## config.mk

```make
export PLATFORM = sky130hd
export DESIGN_NAME = spi_eeprom_page_write_sequencer
export DESIGN_NICKNAME = d
export VERILOG_FILES = /design/src/rtl/spiee_pkg.sv /design/src/rtl/spi_eeprom_page_write_sequencer.sv /design/src/rtl/spiee_step.sv
export SDC_FILE = /design/constraint.sdc
export NUM_CORES = 1
export LEC_CHECK = 0
export BUFFER_PORTS_ARGS = -buffer_cell sky130_fd_sc_hd__buf_2
export CORE_ASPECT_RATIO = 0.5
export CORE_UTILIZATION = 45
export DETAILED_ROUTE_END_ITERATION = 12
export SETUP_SLACK_MARGIN = 0.05
export SLEW_MARGIN = 20
export SYNTH_ARGS = -nofsm -noshare
export SYNTH_HDL_FRONTEND = slang
export SYNTH_HIERARCHICAL = 1
export SYNTH_SLANG_ARGS = --single-unit
```

## constraint.sdc

```tcl
create_clock -name clk -period 6.15 [get_ports clk]
set_input_delay 0.615 -clock clk [delete_from_list [all_inputs] [get_ports clk]]
set_output_delay 0.615 -clock clk [all_outputs]
set_load 0.01 [all_outputs]
```

## src/rtl/spiee_pkg.sv

```systemverilog
// Shared types and constants for the SPI EEPROM page write sequencer.
`default_nettype none
package spiee_pkg;

  localparam int MAX_RES = 10;
  localparam int RES_IDX_W = $clog2(MAX_RES);
  localparam int RES_CNT_W = $clog2(MAX_RES + 1);

  localparam logic [1:0] CMD_DATA_BYTE  = 2'd0;
  localparam logic [1:0] CMD_READ_START = 2'd1;
  localparam logic [1:0] CMD_STATUS     = 2'd2;

  localparam logic [2:0] K_SEND    = 3'd0;
  localparam logic [2:0] K_RECV    = 3'd1;
  localparam logic [2:0] K_REL     = 3'd2;
  localparam logic [2:0] K_DONE    = 3'd3;
  localparam logic [2:0] K_TIMEOUT = 3'd4;

  localparam logic [7:0] OP_WREN  = 8'h06;
  localparam logic [7:0] OP_READ  = 8'h03;
  localparam logic [7:0] OP_WRITE = 8'h02;
  localparam logic [7:0] OP_RDSR  = 8'h05;
  localparam int         SR_WIP   = 0;

  localparam logic [15:0] POLL_LIMIT_RESET = 16'd50000;
  localparam logic [15:0] POLLS_MAX        = 16'hFFFF;

  typedef enum logic [1:0] {
    PH_IDLE    = 2'd0,
    PH_OPEN    = 2'd1,
    PH_POLL    = 2'd2,
    PH_BETWEEN = 2'd3
  } phase_t;

  typedef struct packed {
    logic [1:0]  cmd;
    logic [15:0] addr;
    logic [7:0]  data;
    logic [15:0] length;
    logic        last;
  } request_t;

  typedef struct packed {
    logic [2:0]  kind;
    logic [7:0]  value;
    logic [15:0] count;
    logic        final_res;
  } action_t;

  typedef struct packed {
    phase_t      phase;
    logic [15:0] next_address;
    logic [15:0] polls_done;
    logic        request_ended;
    logic        dropping;
  } seq_state_t;

endpackage
`default_nettype wire

```

## src/rtl/spi_eeprom_page_write_sequencer.sv

```systemverilog
// Top level of the SPI EEPROM page write sequencer.
//
// The request channel (request_valid, request_stall, request) carries write data
// bytes, read starts and status replies from the part. The action channel
// (action_valid, action_stall, action) delivers the SPI actions that each request
// causes, one per cycle while action_stall is low, with final_res set on the last
// one of a request. The poll limit register is written through cfg_valid,
// cfg_ready and cfg_data; cfg_ready is always high.
//
// A request is taken into an input register, decoded combinationally into a list
// of up to nine actions, and the list is shifted out of an action buffer. With the
// action buffer free, the first action is valid once the request has passed the
// input register and been loaded into the action buffer. A request that causes n
// actions occupies the action buffer until its last action is taken; the next
// request is decoded in the cycle its predecessor's last action is taken. A
// request that causes no action leaves the buffer empty. When the receiver stalls,
// the current action holds, the input register fills, then request_stall rises.
//
// Reset clears the sequencer to idle with no request open, empties both stages
// and restores the poll limit to 50000.
`default_nettype none
module spi_eeprom_page_write_sequencer #(
  parameter int PAGE_BYTES = 64
) (
  input  logic                clk,
  input  logic                rst,
  input  logic                request_valid,
  output logic                request_stall,
  input  spiee_pkg::request_t request,
  output logic                action_valid,
  input  logic                action_stall,
  output spiee_pkg::action_t  action,
  input  logic                cfg_valid,
  output logic                cfg_ready,
  input  logic [15:0]         cfg_data
);
  import spiee_pkg::*;

  logic                 req_full;
  request_t             req_q;
  seq_state_t           st;
  seq_state_t           st_next;
  logic [15:0]          poll_limit;
  action_t              list [MAX_RES];
  action_t              res [MAX_RES];
  logic [RES_CNT_W-1:0] res_n;
  logic [RES_CNT_W-1:0] remaining;
  logic                 take;
  logic                 list_free;
  logic                 advance;
  logic                 accept_req;

  spiee_step #(
    .PAGE_BYTES(PAGE_BYTES)
  ) u_step (
    .req       (req_q),
    .st        (st),
    .poll_limit(poll_limit),
    .st_next   (st_next),
    .res       (res),
    .res_n     (res_n)
  );

  assign cfg_ready = 1'b1;
  assign action_valid = (remaining != '0);
  assign action = list[0];
  assign take = action_valid && !action_stall;
  assign list_free = (remaining == '0) || ((remaining == RES_CNT_W'(1)) && take);
  assign advance = req_full && list_free;
  assign request_stall = req_full && !advance;
  assign accept_req = request_valid && !request_stall;

  always_ff @(posedge clk) begin
    if (rst) begin
      req_full <= 1'b0;
      remaining <= '0;
      poll_limit <= POLL_LIMIT_RESET;
      st.phase <= PH_IDLE;
      st.next_address <= 16'd0;
      st.polls_done <= 16'd0;
      st.request_ended <= 1'b0;
      st.dropping <= 1'b0;
    end else begin
      if (cfg_valid && cfg_ready) begin
        poll_limit <= cfg_data;
      end
      if (accept_req) begin
        req_full <= 1'b1;
      end else if (advance) begin
        req_full <= 1'b0;
      end
      if (advance) begin
        st <= st_next;
        remaining <= res_n;
      end else if (take) begin
        remaining <= remaining - RES_CNT_W'(1);
      end
    end
  end

  always_ff @(posedge clk) begin
    if (accept_req) begin
      req_q <= request;
    end
    if (advance) begin
      list <= res;
    end else if (take) begin
      for (int i = 0; i < MAX_RES - 1; i++) begin
        list[i] <= list[i + 1];
      end
    end
  end

  a_remaining_bound: assert property (@(posedge clk) disable iff (rst)
    remaining <= RES_CNT_W'(MAX_RES))
    else $error("action buffer count out of range");

  a_advance_only_when_free: assert property (@(posedge clk) disable iff (rst)
    advance |-> (remaining == '0) || (remaining == RES_CNT_W'(1) && take))
    else $error("request decoded while actions still pending");

  a_stall_only_when_full: assert property (@(posedge clk) disable iff (rst)
    !req_full |-> !request_stall)
    else $error("request stalled with empty input register");

  a_drop_only_idle: assert property (@(posedge clk) disable iff (rst)
    st.dropping |-> st.phase == PH_IDLE)
    else $error("dropping outside idle phase");

  a_polls_only_polling: assert property (@(posedge clk) disable iff (rst)
    (st.polls_done != 16'd0) |-> st.phase == PH_POLL)
    else $error("poll count held outside polling phase");

endmodule
`default_nettype wire

```

## src/rtl/spiee_step.sv

```systemverilog
// Combinational decode of one request into its SPI actions and the next sequencer state.
`default_nettype none
module spiee_step #(
  parameter int PAGE_BYTES = 64
) (
  input  spiee_pkg::request_t   req,
  input  spiee_pkg::seq_state_t st,
  input  logic [15:0]           poll_limit,
  output spiee_pkg::seq_state_t st_next,
  output spiee_pkg::action_t    res [spiee_pkg::MAX_RES],
  output logic [spiee_pkg::RES_CNT_W-1:0] res_n
);
  import spiee_pkg::*;

  function automatic int trail_zeros(int p);
    int k;
    k = 0;
    for (int i = 0; i < 16; i++) begin
      if (((p >> i) & 1) == 0 && k == i) begin
        k = i + 1;
      end
    end
    return k;
  endfunction

  function automatic logic [15:0] inv16(logic [15:0] d);
    logic [15:0] x;
    x = d;
    for (int i = 0; i < 4; i++) begin
      x = x * (16'd2 - d * x);
    end
    return x;
  endfunction

  function automatic action_t mk(logic [2:0] kind, logic [7:0] value, logic [15:0] count);
    action_t r;
    r.kind = kind;
    r.value = value;
    r.count = count;
    r.final_res = 1'b0;
    return r;
  endfunction

  // A page boundary test as an odd-factor divisibility check by modular inverse.
  localparam int          TZ       = trail_zeros(PAGE_BYTES);
  localparam int          ODD      = PAGE_BYTES >> TZ;
  localparam logic [15:0] LOW_MASK = 16'((1 << TZ) - 1);
  localparam logic [15:0] INV      = inv16(16'(ODD));
  localparam logic [15:0] LIM      = 16'(65535 / ODD);

  logic [15:0] a;
  logic [15:0] a_inc;
  logic [15:0] prod;
  logic        boundary;
  logic [15:0] polls_inc;

  always_comb begin
    a = (st.phase == PH_IDLE) ? req.addr : st.next_address;
    a_inc = a + 16'd1;
    prod = (a_inc >> TZ) * INV;
    boundary = ((a_inc & LOW_MASK) == 16'd0) && (prod <= LIM);
    polls_inc = (st.polls_done < POLLS_MAX) ? st.polls_done + 16'd1 : st.polls_done;
  end

  always_comb begin
    for (int i = 0; i < MAX_RES; i++) begin
      res[i] = '0;
    end
    res_n = '0;
    st_next = st;
    case (req.cmd)
      CMD_DATA_BYTE: begin
        if (st.dropping) begin
          if (req.last) begin
            st_next.dropping = 1'b0;
          end
        end else if (st.phase != PH_POLL) begin
          if (st.phase == PH_IDLE || st.phase == PH_BETWEEN) begin
            res[0] = mk(K_SEND, OP_WREN, 16'd0);
            res[1] = mk(K_REL, 8'd0, 16'd0);
            res[2] = mk(K_SEND, OP_WRITE, 16'd0);
            res[3] = mk(K_SEND, a[15:8], 16'd0);
            res[4] = mk(K_SEND, a[7:0], 16'd0);
            res_n = RES_CNT_W'(5);
          end
          res[res_n[RES_IDX_W-1:0]] = mk(K_SEND, req.data, 16'd0);
          res_n = res_n + RES_CNT_W'(1);
          st_next.next_address = a_inc;
          st_next.phase = PH_OPEN;
          if (req.last || boundary) begin
            res[res_n[RES_IDX_W-1:0]] = mk(K_REL, 8'd0, 16'd0);
            res[res_n[RES_IDX_W-1:0] + RES_IDX_W'(1)] = mk(K_SEND, OP_RDSR, 16'd0);
            res[res_n[RES_IDX_W-1:0] + RES_IDX_W'(2)] = mk(K_RECV, 8'd0, 16'd1);
            res_n = res_n + RES_CNT_W'(3);
            st_next.request_ended = req.last;
            st_next.polls_done = 16'd0;
            st_next.phase = PH_POLL;
          end
        end
      end
      CMD_READ_START: begin
        if (st.phase == PH_IDLE) begin
          res[0] = mk(K_SEND, OP_READ, 16'd0);
          res[1] = mk(K_SEND, req.addr[15:8], 16'd0);
          res[2] = mk(K_SEND, req.addr[7:0], 16'd0);
          res[3] = mk(K_RECV, 8'd0, req.length);
          res[4] = mk(K_REL, 8'd0, 16'd0);
          res_n = RES_CNT_W'(5);
        end
      end
      CMD_STATUS: begin
        if (st.phase == PH_POLL) begin
          res[0] = mk(K_REL, 8'd0, 16'd0);
          if (!req.data[SR_WIP]) begin
            res_n = RES_CNT_W'(1);
            if (st.request_ended) begin
              res[1] = mk(K_DONE, 8'd0, 16'd0);
              res_n = RES_CNT_W'(2);
              st_next.phase = PH_IDLE;
            end else begin
              st_next.phase = PH_BETWEEN;
            end
            st_next.polls_done = 16'd0;
          end else if (polls_inc >= poll_limit) begin
            res[1] = mk(K_TIMEOUT, 8'd0, 16'd0);
            res_n = RES_CNT_W'(2);
            st_next.dropping = !st.request_ended;
            st_next.phase = PH_IDLE;
            st_next.polls_done = 16'd0;
          end else begin
            res[1] = mk(K_SEND, OP_RDSR, 16'd0);
            res[2] = mk(K_RECV, 8'd0, 16'd1);
            res_n = RES_CNT_W'(3);
            st_next.polls_done = polls_inc;
          end
        end
      end
      default: begin
      end
    endcase
    if (res_n != '0) begin
      res[res_n[RES_IDX_W-1:0] - RES_IDX_W'(1)].final_res = 1'b1;
    end
  end

endmodule
`default_nettype wire
```

# Yosys cells after proc, flatten, opt, wreduce, memory -nomap -nowiden

Index checks and enable logic that the tools add are counted.
W data, S select, Z words.

Flip-flop bits (word level): 380
Word-level logic and storage cells: 204

Add/sub/neg operators: 8
Magnitude comparators: 13
Eq/ne operators: 13
Muxes and demuxes: 70
Bitwise gates (word level): 15
Reductions and logical operators: 32

Operators by type and width:

| cell                    | count |
|---|---|
| $mux W280               | 4 |
| $bwmux W280             | 2 |
| $demux W28 S4           | 5 |
| $mux W140               | 4 |
| $and A260 B260 Y260     | 2 |
| $not A260 Y260          | 2 |
| $mux W252               | 2 |
| $and A270 B270 Y270     | 1 |
| $not A270 Y270          | 1 |
| $pmux W84 S3            | 1 |
| $mux W28                | 7 |
| $mux W132               | 1 |
| $mux W131               | 1 |
| $pmux W56 S2            | 1 |
| $mux W83                | 1 |
| $mux W16                | 5 |
| $mux W35                | 2 |
| $mux W4                 | 10 |
| $or A20 B20 Y20         | 2 |
| $add A16 B1 Y16 const B | 2 |
| $pmux W16 S2            | 1 |
| $mux W27                | 1 |
| $mux W26                | 1 |
| $ge A5 B5 Y1 const B    | 5 |
| 34 further kinds        | 87 |

# Logic depth before layout (Yosys ltp)

Gate-level depths: netlist of run 1.

Depth in word-level cells: 23
Gate-level depth with buffers: 19
Gate-level depth less buffers: 17

# Cells and area by module

The synthesis of run 1 kept the hierarchy.

Modules (own cells, without submodules):

| module                          | times used | cells an instance | area an instance (um^2) |
|---|---|---|---|
| spi_eeprom_page_write_sequencer | 1          | 1411              | 15169.5 |
| spiee_step                      | 1          | 648               | 4300.4 |

# Worst setup path after synthesis of run 1

No wires, ideal clock.

Path kind: input -> register
From: in action_stall
To: reg list (netlist bit action[0]) (enable)
Data arrival time: 4.150 ns
Slack: 1.491 ns
Stages: 5
Path buffers: 1
Path through: nor2b_1 -> o211ai_2 -> inv_2 -> buf_4 -> or2_2

Word-level cells in the longest chain between the ends: 6

Ends and longest elaborated chain:

| item                                  | RTL line                               | text |
|---|---|---|
| start, declared                       | spi_eeprom_page_write_sequencer.sv:31  | `input logic action_stall,` |
| $logic_not A1 Y1 *                    | spi_eeprom_page_write_sequencer.sv:67  | `assign take = action_valid && !action_stall;` |
| $logic_and A1 B1 Y1 *                 | spi_eeprom_page_write_sequencer.sv:67  |  |
| $logic_and A1 B1 Y1                   | spi_eeprom_page_write_sequencer.sv:68  | `assign list_free = (remaining == '0) \|\| ((remaining == RES_CNT_W'(1)) && take);` |
| $logic_or A1 B1 Y1                    | spi_eeprom_page_write_sequencer.sv:68  |  |
| $logic_and A1 B1 Y1                   | spi_eeprom_page_write_sequencer.sv:69  | `assign advance = req_full && list_free;` |
| $reduce_bool A2 Y1 (no source line) * | -                                      |  |
| end signal, assigned                  | spi_eeprom_page_write_sequencer.sv:106 | `list <= res;` |
| end signal, assigned by index         | spi_eeprom_page_write_sequencer.sv:109 | `list[i] <= list[i + 1];` |
| end, declared                         | spi_eeprom_page_write_sequencer.sv:44  | `action_t list [MAX_RES];` |

Mark *: on every way between the ends. The rest lies on a longest branch, timed or not.
A chain may end at the register's enable or synchronous reset.

==> flow_summary.yaml, run 1 <==
clock_tree:
  cts-buffers-inserted: 37
  ctsHoldBuffers: 0
  root_buffer: "clkbuf_16"
  cts_tree: "done"
  clkSlewWorstSetupHoldPaths_ns: 0.07
  clk_path_buf_depth: 3
  h-tree-depth: 2
  clkSinkCount: 380
  clkLatencyLatePin_ns: 0.55
  cts_setup_buffers: 0
  cts_resized: 0
synthesis:
  synth-seq-area-share_pct: 55.7
  synth-edff-count: 323
  syn_inst: 2059
  ys.flop_type: "edfxtp_1"
  avgSynthCellArea_um2: 9.46
  async_flop_share_pct: 0
  ys_ff_latch: 380
  synth_top_area_share_pct: 49.8
  ys_warn_count: 6
  netlist-cell-type-count: 70
  syn_area_mm2: 0.0195
  synth_top_area_cell: "edfxtp_1"
  ys_top_cells_by_area: "edfxtp_1 (50%), nand2_1 (17%), buf_4 (9.2%), dfxtp_1 (5.9%), a21oi_1 (1.9%)"
power_and_ir_drop:
  peakVddDrop_mv: 0.445
  power_leakage_nw: 8.92
  cellPowerDensity_mw_per_mm2: 478
sta:
  setup_ws_ns: 2.02
  worst-slew-pin-transition_ns: 1.13
  finalHoldViolCount: 0
  drv_slew: 0
  setup_violations: 0
  timing.fmax_ghz: 0.242
  fin_tns_setup_ns: 0
  slew_headroom_pct: 24.7
  skew_ns: 0.0217
  layout_worst_path_cycle_share_pct: 67.2
  min_period_ns: 4.13
  rsz0062_at_grt: "false"
finish:
  nFillCells: 3915
  synthToLayoutAreaGrowth_pct: 5.49
  nNetsFinal: 2167
  antenna_cells: 0
  final_cells: 2682
  drive_above_1_share_pct: 8.98
drt:
  vias: 12200
  wl_per_cell_um: 13.2
  ant_nets: 0
  drtIter0Drc: 1018
  wl_um: 35400
  remaining_drc_errors: 0
  viasPerCell: 4.54
  first_pass_iters: 5
status:
  status: "completed"
worst_hold_path:
  hp-class: "input pin to flip-flop"
setup_path:
  crit_type: "flip-flop to flip-flop"
  cp.required_ns: 6.53
  rrSetupSlack_ns: 2.02
  crit_chain: "nand4_1, nor3_2, nand3_1, and3_1, nor2b_1, or2_2, ha_1, nand4_1, or4_1, and4_4, nand2_4, inv_4, and3_1, a221o_1, nand2_1, a21oi_1"
  slowest_stage: "or4_1"
  end_kind: "flip-flop"
  worstPathMaxFanout: 26
  max_stage_delay_ns: 0.55
  cp_data_arrival_time_ns: 4.51
  start_kind: "flip-flop"
place:
  dp_hpwl_um: 20900
  dp_slack_ns: 2.05
  dp_cells: 2615
  io_buffers: 93
  place_congestion: 0.803
job:
  cap_violations: 0
grt:
  antenna_found_initial: 0
  grt_max_degree: 239
  grtUsageTotal_pct: 16.3
  grt_pass1_wl_um: 58000
  grt_pass1_vias: 11200
  overflow: 0
die:
  fp.dieArea_mm2: 0.0442
  ioPinCount: 95
  start_util_pct: 46.0
  fp.dieH_um: 149
  core_area_mm2: 0.0423
  dieWidth_um: 296
  fp-row-count: 53
critical path: cells and delay by family, from the launching register on:
family / cells / cell delay [ns]
compound gates: 2 / 0.32
simple gates: 12 / 2.78
buf+inv: 1 / 0.11
flops: 1 / 0.45
fa+ha+maj: 1 / 0.29
cell type report:
class / count / area, µm² / area share (%)
clock inverter: 18 / 165 / 0.804
multi-input combinational: 1515 / 7040 / 34.3
tap: 577 / 722 / 3.52
inverter: 37 / 149 / 0.725
timing repair buffer: 106 / 588 / 2.86
clock buffer: 49 / 1030 / 5.03
sequential: 380 / 10800 / 52.8
stage by stage:
stage	cell area (µm²)	hold slack (ns)	utilization (%)	power [mW]
floorplan	20200	0.445	-	7.18
global placement	19300	0.457	45.7	7.60
detailed placement	19300	0.466	45.7	7.64
CTS	20500	0.220	48.5	9.95
global route	20500	0.220	48.5	10.5
finish	20500	0.241	48.5	9.81
final timing paths:
| kind | depth (start not counted) | to | from |
|---|---|---|---|
| hold / removal | 1 | req_q[33]$_DFFE_PP_ | request[33] |
| hold reg to reg | 2 | st[18]$_SDFFE_PP0P_ | st[18]$_SDFFE_PP0P_ |
| setup / recovery | 16 | st[5]$_SDFFE_PP0P_ | st[4]$_SDFFE_PP0P_ |
| setup reg to reg | 16 | st[5]$_SDFFE_PP0P_ | st[4]$_SDFFE_PP0P_ |
report_power, final:
group / total (mW) / leakage [nW] / internal (mW) / switching (mW)
Sequential: 4.78 / 3.57 / 4.49 / 0.295
Combinational: 2.74 / 4.76 / 0.766 / 1.97
Clock: 2.29 / 0.593 / 1.31 / 0.979
Total: 9.81 / 8.92 / 6.57 / 3.24
layout by cell type (no fill, tap or decap), drive strengths merged, types with 31 or more instances in the layout:
cell / Yosys / routed
dfxtp: 57 / 57
and2: 31 / 31
nand2: 874 / 874
buf: 304 / 106
edfxtp: 323 / 323
nor2: 69 / 69
clkbuf: 18 / 49
a21oi: 73 / 73
conb: 2 / 197
inv: 36 / 38
cell families (layout without fill, tap and decap cells):
group | Yosys count | after routing | share of synthesized area [%]
AOI/OAI and AO/OA | 159 | 159 | 5.28
xor gates and xnor gates | 23 | 23 | 1.03
DFF | 380 | 380 | 55.7
adders and majority gates | 26 | 26 | 1.67
buffers and inverters | 359 | 210 | 12.0
and+or+nand+nor | 1082 | 1082 | 22.8
other | 2 | 197 | 0.0386
muxes | 28 | 28 | 1.46
flip-flops by register name (all words and copies together), names as in the netlist:
| name | count |
|---|---|
| action | 28 |
| list | 252 |
| poll_limit | 16 |
| remaining | 4 |
| req_full | 1 |
| req_q | 43 |
| st | 36 |
cells in the mapped netlist, types with 13 or more instances:
library cell  instances
nor2_1               68
nand2_1             873
nand3_1              17
buf_2                61
and3_1               22
ha_1                 26
a21oi_1              73
clkbuf_1             18
o21ai_0              25
nor2b_1              19
edfxtp_1            323
dfxtp_1              57
and2_1               31
xnor2_1              13
inv_1                34
mux2i_1              25
buf_4               239
routing by layer:
layer / vias up / wire length, µm / global-route usage, %
met1: 5519 / 17800 / 24.0
li1: 6414 / - / -
met3: 51 / 1720 / 3.28
met2: 185 / 15400 / 24.9
met4: 0 / 516 / 3.69
met5: - / 0 / 0
Note: power is estimated with default switching activity, not from simulation.
==> run 2: changes to the inputs <==
- clock period: 6.15 -> 3.75 ns (I/O delays scaled with it)
==> flow_summary.yaml, run 2 (synthesis gave the netlist of run 1 again) <==
drt:
  met2_length_um: 16400
  wl_met1_um: 18200
  wl_per_cell_um: 13.4
  remaining_drc_errors: 0
  vias: 12600
  viasPerCell: 4.55
  ant_nets: 0
  drtIter0Drc: 959
  wl_met3_um: 1940
  highest_layer: "met4"
  first_pass_iters: 5
  wl_um: 37100
sta:
  finalHoldViolCount: 0
  min_period_ns: 3.70
  rsz0062_at_grt: "true"
  slew_headroom_pct: 28.0
  timing.fmax_ghz: 0.270
  layout_worst_path_cycle_share_pct: 98.6
  drv_slew: 0
  skew_ns: 0.0294
  worst-slew-pin-transition_ns: 1.08
  setup_violations: 0
power_and_ir_drop:
  cellPowerDensity_mw_per_mm2: 761
  peakVddDrop_mv: 0.554
  power_leakage_nw: 9.34
setup_path:
  crit_type: "flip-flop to flip-flop"
  crit_path_frequent_cell: "nand4_1"
  rrSetupSlack_ns: 0.05
  r2r_start: "st[4]$_SDFFE_PP0P_"
  cp_data_arrival_time_ns: 4.08
  end_kind: "flip-flop"
  max_stage_delay_ns: 0.46
  r2r_end: "st[5]$_SDFFE_PP0P_"
  cp.required_ns: 4.13
  crit_chain: "nand4_1, nor3_2, and2_4, nand3_2, mux2_4, ha_4, nand4_1, or3_4, or4_4, and4_4, nand2_8, clkinv_8, and3_4, a221o_1, nand2_1, a21oi_2"
  crit_family: "simple AND/OR/NAND/NOR gates"
  slowest_stage: "or4_4"
  worstPathMaxFanout: 6
  r2r_cells: 16
  crit_buf_inv: 1
  start_kind: "flip-flop"
finish:
  largest_register_ffs: 252
  seqCellArea_mm2: 0.0108
  regMostFlops: "list"
  nFillCells: 3896
  synthToLayoutAreaGrowth_pct: 10.5
  multi_input_area_mm2: 0.00721
  reg_top3: "list (252), req_q (43), st (36)"
  final_cells: 2765
  nNetsFinal: 2250
  fin_util_pct: 50.9
  layout_common_cells: "nand2_1 (872), edfxtp_1 (323), conb_1 (197)"
  antenna_cells: 0
  drive_above_1_share_pct: 12.1
  final_common_cell: "nand2_1"
place:
  io_buffers: 93
  dp_hpwl_um: 22300
  dp_cells: 2651
  place_congestion: 0.874
grt:
  grtUsageTotal_pct: 17.0
  antenna_found_initial: 1
  overflow: 0
  grt_max_degree: 220
  grt_pass1_vias: 11600
  grt_pass1_wl_um: 60300
worst_hold_path:
  hold_end: "req_q[41]$_DFFE_PP_"
  hold_depth: 1
  hp-start: "request[41]"
  hp-class: "input pin to flip-flop"
die:
  ioPinCount: 95
  core_area_mm2: 0.0423
  dieWidth_um: 296
  start_util_pct: 46.0
  fp.dieArea_mm2: 0.0442
  fp.dieH_um: 149
  fp-row-count: 53
clock_tree:
  h-tree-depth: 2
  root_buffer: "clkbuf_16"
  clk_path_buf_depth: 3
  cts-buffers-inserted: 37
  clkSinkCount: 380
  clkLatencyLatePin_ns: 0.55
  clkSlewWorstSetupHoldPaths_ns: 0.06
  cts_tree: "done"
status:
  status: "completed"
job:
  cap_violations: 0
==> run 2: cell count changes in the layout (fill, tap and decap cells not counted), sizes merged <==
cell | previous run | this run
buf | 106 | 147
dlygate4sd3 | 0 | 40
bufinv | 3 | 4
clkinv | 14 | 16
clkbuf | 49 | 46
inv | 38 | 39
clkinvlp | 0 | 1
==> run 2: worst reg2reg max path, cell delays in order, from the launching register on <==
cell and delay, ns:
dfxtp_2 0.32, nand4_1 0.17, nor3_2 0.23, and2_4 0.20, nand3_2 0.07, mux2_4 0.33, ha_4 0.26, nand4_1 0.13
or3_4 0.42, or4_4 0.46, and4_4 0.24, nand2_8 0.12, clkinv_8 0.08, and3_4 0.17, a221o_1 0.25, nand2_1 0.08
a21oi_2 0.05
==> run 2: power breakdown <==
group          internal (mW)  switching [mW]  total (mW)
sequential              7.34           0.504        7.85
clock                   2.18            1.64        3.82
combinational           1.42            3.30        4.72
==> run 2: repair_timing <==
action	4_1_cts	5_1_grt
buffers inserted	1	4
gates resized for setup	1	46
hold buffers	38	2
setup endpoints to repair	16	24
endpoints found under the hold margin	38	2
cloned	0	2
pin swaps	1	23
==> run 2: how the worst max path moves through the flow <==
| stage | slack (ns) | to | startpoint | cells after the start |
|---|---|---|---|---|
| detailed placement | -0.09 | action[0]$_DFFE_PP_ | st[5]$_SDFFE_PP0P_ | 15 |
| floorplan | 0.15 | list[221]$_DFFE_PP_ | st[4]$_SDFFE_PP0P_ | 17 |
| finish | 0.05 | st[5]$_SDFFE_PP0P_ | st[4]$_SDFFE_PP0P_ | 16 |
| global placement | -0.02 | action[0]$_DFFE_PP_ | st[5]$_SDFFE_PP0P_ | 15 |
| CTS | 0.05 | action[0]$_DFFE_PP_ | st[5]$_SDFFE_PP0P_ | 15 |
| global route | -0.11 | st[5]$_SDFFE_PP0P_ | st[4]$_SDFFE_PP0P_ | 18 |
==> run 2: per-stage QoR <==
stage	setup TNS, ns	total power [mW]	instance area (µm²)	setup slack, ns	hold slack, ns
floorplan	0	11.7	20200	0.147	0.445
global placement	-0.0345	12.6	19600	-0.0235	0.456
detailed placement	-0.385	12.7	19600	-0.0878	0.461
CTS	0	16.6	21300	0.0529	0.000481
global route	-0.740	17.6	21500	-0.106	0.00239
finish	0	16.4	21500	0.0513	0.0278
==> run 2: area by class of cell <==
type                    count  share of cell area [%]
flip-flops and latches    380                    50.4
repair buffers            187                    6.23
multi-input cells        1515                    33.5
clock buffers              46                    4.60
repair inverters            2                   0.105
clock inverters            21                    1.09
inverters                  37                   0.738
well taps                 577                    3.35
==> run 2: layer usage <==
metal | vias to the layer above | track usage, %
met1 | 5715 | 24.9
met3 | 47 | 2.95
met4 | 0 | 3.76
met5 | - | 0
met2 | 246 | 26.1
li1 | 6575 | -
